File: src/sv/ncrb_pkg.sv
// Shared types, constants and codes for the Newton z^3-1 basin pixel engine.
// Used by the controller, the datapath, the divider, the top level and the checker.
package ncrb_pkg;

  localparam int COORD_W = 12;
  localparam int CNT_W   = 10;
  localparam int ZW      = 32;
  localparam int MW      = 34;
  localparam int PW      = 2 * MW;
  localparam int FRAC    = 28;
  localparam int NUM_W   = 36;
  localparam int DEN_W   = 37;
  localparam int DIV_QW  = 34;
  localparam int DIST_W  = 66;
  localparam int PALETTE_ENTRIES = 256;
  localparam int COLOR_W = 8;
  localparam int CFG_IDX_W = 3;
  localparam int CFG_DATA_W = 32;

  localparam logic [CFG_IDX_W-1:0] CFG_X_ORIGIN = 3'd0;
  localparam logic [CFG_IDX_W-1:0] CFG_Y_TOP    = 3'd1;
  localparam logic [CFG_IDX_W-1:0] CFG_X_STEP   = 3'd2;
  localparam logic [CFG_IDX_W-1:0] CFG_Y_STEP   = 3'd3;
  localparam logic [CFG_IDX_W-1:0] CFG_MAX_ITER = 3'd4;

  localparam logic signed [ZW-1:0] X_ORIGIN_RST = -32'sd536870912;
  localparam logic signed [ZW-1:0] Y_TOP_RST    = 32'sd536870912;
  localparam logic [30:0]          STEP_RST     = 31'd524288;
  localparam logic [CNT_W-1:0]     MAX_ITER_RST = 10'd32;

  localparam logic signed [PW-1:0]     Q_ONE     = 68'sd268435456;
  localparam logic signed [MW-1:0]     ROOT_IM   = 34'sd232471924;
  localparam logic signed [DIST_W-1:0] ONE_Q56   = 66'sd1 <<< 56;
  localparam logic signed [DIST_W-1:0] R1_SQ     =
    (66'sd1 <<< 54) + DIST_W'(ROOT_IM) * DIST_W'(ROOT_IM);
  localparam logic signed [DIST_W-1:0] CONV_LIM  = 66'sd720575940;
  localparam logic [63:0]              BOUND_Q56 = 64'h0400_0000_0000_0000;
  localparam logic signed [NUM_W-1:0]  NUM_CLAMP = 36'sd34091302912;

  typedef struct packed {
    logic [COORD_W-1:0] pixel_col;
    logic [COORD_W-1:0] pixel_row;
  } in_item_t;

  typedef struct packed {
    logic [COORD_W-1:0] out_col;
    logic [COORD_W-1:0] out_row;
    logic               converged;
    logic [1:0]         root_found;
    logic [CNT_W-1:0]   iteration_count;
    logic [COLOR_W-1:0] palette_idx;
  } out_item_t;

  typedef enum logic [3:0] {
    OP_INIT_X, OP_INIT_Y, OP_ZR2, OP_ZI2, OP_ZIS, OP_ZRZI,
    OP_Z2R_ZR, OP_Z2I_ZI, OP_Z2R_ZI, OP_Z2I_ZR,
    OP_DR2, OP_DI2, OP_NR_DR, OP_NI_DI, OP_NI_DR, OP_NR_DI
  } mul_op_t;

  typedef enum logic [3:0] {
    ST_IDLE, ST_INIT, ST_INIT_W, ST_ZSQ, ST_CHECK, ST_POLY,
    ST_TAIL, ST_DEN, ST_DIV, ST_DONE
  } state_t;

  typedef struct packed {
    logic    load;
    logic    mul_en;
    mul_op_t mul_op;
    logic    cnt_inc;
    logic    conv_set;
    logic    div_start;
    logic    z_update;
  } ctrl_cmd_t;

  typedef struct packed {
    logic out_of_bounds;
    logic conv_hit;
    logic iter_done;
    logic den_zero;
    logic div_busy;
  } dp_status_t;

endpackage

File: src/sv/ncrb_ctrl.sv
// Controller state machine sequencing the shared multiplier, checks and dividers.
// Depends on ncrb_pkg.
module ncrb_ctrl (
  input  logic                 clk,
  input  logic                 rst_n,
  input  logic                 start,
  input  ncrb_pkg::dp_status_t status,
  output ncrb_pkg::ctrl_cmd_t  cmd,
  output logic                 busy,
  output logic                 out_valid
);
  import ncrb_pkg::*;

  state_t  state_r, state_nxt;
  mul_op_t uop_r, uop_nxt;

  always_ff @(posedge clk) begin
    if (!rst_n) begin
      state_r <= ST_IDLE;
      uop_r   <= OP_INIT_X;
    end else begin
      state_r <= state_nxt;
      uop_r   <= uop_nxt;
    end
  end

  always_comb begin
    state_nxt = state_r;
    uop_nxt = uop_r;
    unique case (state_r)
      ST_IDLE: begin
        uop_nxt = OP_INIT_X;
        if (start) state_nxt = ST_INIT;
      end
      ST_INIT: begin
        uop_nxt = mul_op_t'(uop_r + 4'd1);
        if (uop_r == OP_INIT_Y) state_nxt = ST_INIT_W;
      end
      ST_INIT_W: begin
        uop_nxt = OP_ZR2;
        state_nxt = status.iter_done ? ST_DONE : ST_ZSQ;
      end
      ST_ZSQ: begin
        uop_nxt = mul_op_t'(uop_r + 4'd1);
        if (uop_r == OP_ZRZI) state_nxt = ST_CHECK;
      end
      ST_CHECK: begin
        uop_nxt = OP_Z2R_ZR;
        if (status.out_of_bounds || status.conv_hit) state_nxt = ST_DONE;
        else state_nxt = ST_POLY;
      end
      ST_POLY: begin
        uop_nxt = mul_op_t'(uop_r + 4'd1);
        if (uop_r == OP_NR_DI) state_nxt = ST_TAIL;
      end
      ST_TAIL: state_nxt = ST_DEN;
      ST_DEN:  state_nxt = status.den_zero ? ST_DONE : ST_DIV;
      ST_DIV: begin
        uop_nxt = OP_ZR2;
        if (!status.div_busy) state_nxt = status.iter_done ? ST_DONE : ST_ZSQ;
      end
      ST_DONE: state_nxt = ST_IDLE;
      default: state_nxt = ST_IDLE;
    endcase
  end

  always_comb begin
    cmd = '0;
    cmd.mul_op = uop_r;
    busy = state_r != ST_IDLE;
    out_valid = 1'b0;
    unique case (state_r)
      ST_IDLE:  cmd.load = start;
      ST_INIT:  cmd.mul_en = 1'b1;
      ST_INIT_W: ;
      ST_ZSQ:   cmd.mul_en = 1'b1;
      ST_CHECK: begin
        cmd.conv_set = !status.out_of_bounds && status.conv_hit;
        cmd.cnt_inc  = !status.out_of_bounds && !status.conv_hit;
      end
      ST_POLY:  cmd.mul_en = 1'b1;
      ST_TAIL: ;
      ST_DEN:   cmd.div_start = !status.den_zero;
      ST_DIV:   cmd.z_update = !status.div_busy;
      ST_DONE:  out_valid = 1'b1;
      default: ;
    endcase
  end

endmodule

File: config.mk
export PLATFORM = sky130hd
export DESIGN_NAME = ncrb_ctrl
export DESIGN_NICKNAME = d
export VERILOG_FILES = /design/src/sv/ncrb_pkg.sv /design/src/sv/ncrb_ctrl.sv
export SDC_FILE = /design/constraint.sdc
export NUM_CORES = 1
export LEC_CHECK = 0
export ABC_AREA = 0
export BUFFER_PORTS_ARGS = -buffer_cell sky130_fd_sc_hd__buf_2
export CAP_MARGIN = 20
export CORE_AREA = 2 2 44 46
export DETAILED_ROUTE_END_ITERATION = 6
export DIE_AREA = 0 0 46 48
export HOLD_SLACK_MARGIN = 0.02
export RECOVER_POWER = 25
export SLEW_MARGIN = 20
export SYNTH_ARGS = -nofsm -noshare
export SYNTH_HDL_FRONTEND = slang
export SYNTH_SLANG_ARGS = --single-unit
File: constraint.sdc
create_clock -name clk -period 1.6 [get_ports clk]
set_input_delay 0.08 -clock clk [delete_from_list [all_inputs] [get_ports clk]]
set_output_delay 0.08 -clock clk [all_outputs]
set_load 0.02 [all_outputs]
==> metrics.txt <==
Final period util 94.6%; RR Startpoint uop_r[1]; clk sinks 8; DR DRC count 0; Leak 0.365 nW; I/O Pins 20; Final Max Tran Viols 0; layout cell share with drive strength beyond 1 32.5%; Least-Margin Pin Slew 0.462 ns; CTS tree built; Syn Inst Count 90; Synth area leader dfxtp_1; Setup Fix Bufs, Post-CTS 0; worst hold path endpoint state_r[2]; fillers 182; HP Class input pin to flip-flop; gr usage total 16.3%; via count 743; mapped cell area 667 um2; core footprint 1690 um2; full die area 2210 um2; first-pass GRT wire length 2.61 mm; worst reg2reg path endpoint state_r[1]; kind of critical path flip-flop to flip-flop; H-tree depth 1; R2R setup slack 0.09 ns; Clock Latency Late Sink 0.25 ns; # setup viols final 0; Setup crit start kind flip-flop; hold_sp rst_n; Worst-path clk slew 0.06 ns; # nets final 126; Worst slew margin 69.0%; maximum vdd drop 786 uV; initial antenna violation count 0; floorplan row count 15; DRT iter0 DRCs 4; clk root buf clkbuf_4; Fin. Hold Viols 0; CTS Buffer Depth 2; EDFF count, synth 0; Async SR Flop Fraction 0%; Final Core Density 49.5%; Final HPWL DP 1.36 mm; final wirelength 1.73 mm; Avg Synthesized Cell Area 7.41 um2; gr ovfl total 0; vias in the first global route 629; Fin Clk Skew 0.00600 ns; Pre-antenna DRT Iters 4; post-route minimum period 1.51 ns; CTS buffer count 3; synth top area cells dfxtp_1 24%, nor3_1 6.8%, nand2b_1 4.7%, a21oi_1 4.5%, nor2_1 3.9%; die height 48 um; initial cell density of the core 39.5%; synth unique cells 38; GPL Wtd Cong 0.865; YS warnings 0; syn nets 100; sequential-to-total area share from yosys stat 24.0%; Critical Path RT 1.78 ns; PortBufs 19; WL per Instance 13.2 um; Most used DFF post-synth dfxtp_1; Worst EP arrival 1.69 ns; n_diodes 0; CP max FO 6; RSZ-0062 raised after global routing no; Worst Setup End Kind flip-flop; outcome finished, final reports clean; count of max-cap constraint violations 0; largest net degree at the start of global routing 11; Final ANT Viol Nets 0; post-route setup TNS 0 ns; Area growth syn-to-layout 25.3%; Fmax 0.661 GHz; PwrDens 1660 nW/um2; die width 46 um; area share of the largest cell type after synthesis 24.0%; worst hold stages 2; R2R cell count 6; Yosys reg bits 8; vias per cell 5.67
-- layout make-up --
| type | instances | area [um2] | share of cell area, % |
|---|---|---|---|
| repair buffers | 27 | 150 | 18.0 |
| inverters | 7 | 26.3 | 3.14 |
| flip-flops and latches | 8 | 165 | 19.8 |
| multi-input cells | 69 | 450 | 53.9 |
| clock buffers | 3 | 22.5 | 2.69 |
| well taps | 17 | 21.3 | 2.54 |
-- cell usage in the layout, fill, tap and decap left out, types with 2 or more instances in the layout --
| cell | n |
|---|---|
| buf_2 | 15 |
| ha_1 | 2 |
| a31oi_1 | 2 |
| a21oi_1 | 6 |
| nor3_1 | 9 |
| o21ai_0 | 3 |
| inv_1 | 5 |
| buf_4 | 8 |
| nand2b_1 | 5 |
| and3_1 | 2 |
| clkbuf_4 | 3 |
| dfxtp_2 | 4 |
| inv_2 | 2 |
| clkbuf_1 | 4 |
| nand2_1 | 6 |
| o21ai_1 | 2 |
| o21a_1 | 2 |
| o22ai_1 | 2 |
| nor2_1 | 6 |
| dfxtp_1 | 4 |
| nand3_1 | 3 |
-- synthesized netlist by cell type (all sizes together) (3+ instances only) --
master / instances
o21ai: 5
nor3: 9
nand2: 6
buf: 5
nand2b: 5
inv: 7
a21oi: 6
dfxtp: 8
nor2: 7
nand3: 3
-- flip-flops by register name, indices dropped and copies added, names as in the netlist --
signal / cells
state_r: 4
uop_r: 4
-- cell families (layout without fill, tap and decap cells) --
kind of cell | after synthesis | count (layout) | synth area share [%]
AOI/OAI and AO/OA | 28 | 28 | 31.9
adders and majority gates | 2 | 2 | 3.75
DFF | 8 | 8 | 24.0
buffers and inverters | 13 | 37 | 9.57
and+or+nand+nor | 37 | 37 | 27.8
muxes | 1 | 1 | 1.69
xor gates and xnor gates | 1 | 1 | 1.31
-- power by group --
group / internal (W) / total, W / leakage, nW / switching (W)
sequential: 0.000265 / 0.000364 / 0.0669 / 0.0000991
combinational: 0.000375 / 0.000868 / 0.284 / 0.000493
clock: 0.0000859 / 0.000156 / 0.0138 / 0.0000700
-- metrics by stage --
| stage | std cells | hold slack (ns) | setup WS, ns | power [W] | area, um2 |
|---|---|---|---|---|---|
| floorplan | 90 | 0.198 | 0.0851 | 0.000983 | 668 |
| global placement | 128 | 0.354 | 0.143 | 0.00120 | 807 |
| detailed placement | 128 | 0.350 | 0.114 | 0.00121 | 807 |
| CTS | 131 | 0.0874 | 0.0119 | 0.00137 | 830 |
| global route | 131 | 0.0983 | 0.0183 | 0.00149 | 836 |
| finish | 131 | 0.0878 | 0.0864 | 0.00139 | 836 |
-- layer usage --
metal  vias up  track usage, %  wire length, um
li1        377               -                -
met2        17            30.3              847
met1       349            19.2              794
met5         -               0                0
met3         0            5.66               86
met4         0               0                0
-- timing repair --
action / in CTS / in global routing
setup endpoints to repair: 0 / 2
hold buffers: 0 / 0
resized for setup: 0 / 5
-- worst max-delay path, cell delays in order, from the launching register on --
cell	delay (ns)
dfxtp_1	0.36
inv_1	0.07
ha_1	0.13
inv_1	0.04
o311a_4	0.36
o31a_1	0.29
a211oi_2	0.18
-- worst max-delay path by stage --
stage	from	end	slack, ns	cells after the start
finish	uop_r[1]	state_r[1]	0.09	6
global route	state_r[2]	cmd[9]	0.02	3
CTS	state_r[0]	cmd[2]	0.01	5
detailed placement	uop_r[1]	state_r[1]	0.11	6
global placement	uop_r[1]	state_r[1]	0.14	6
floorplan	uop_r[1]	state_r[1]	0.09	6
(Power assumes the default switching activity.)
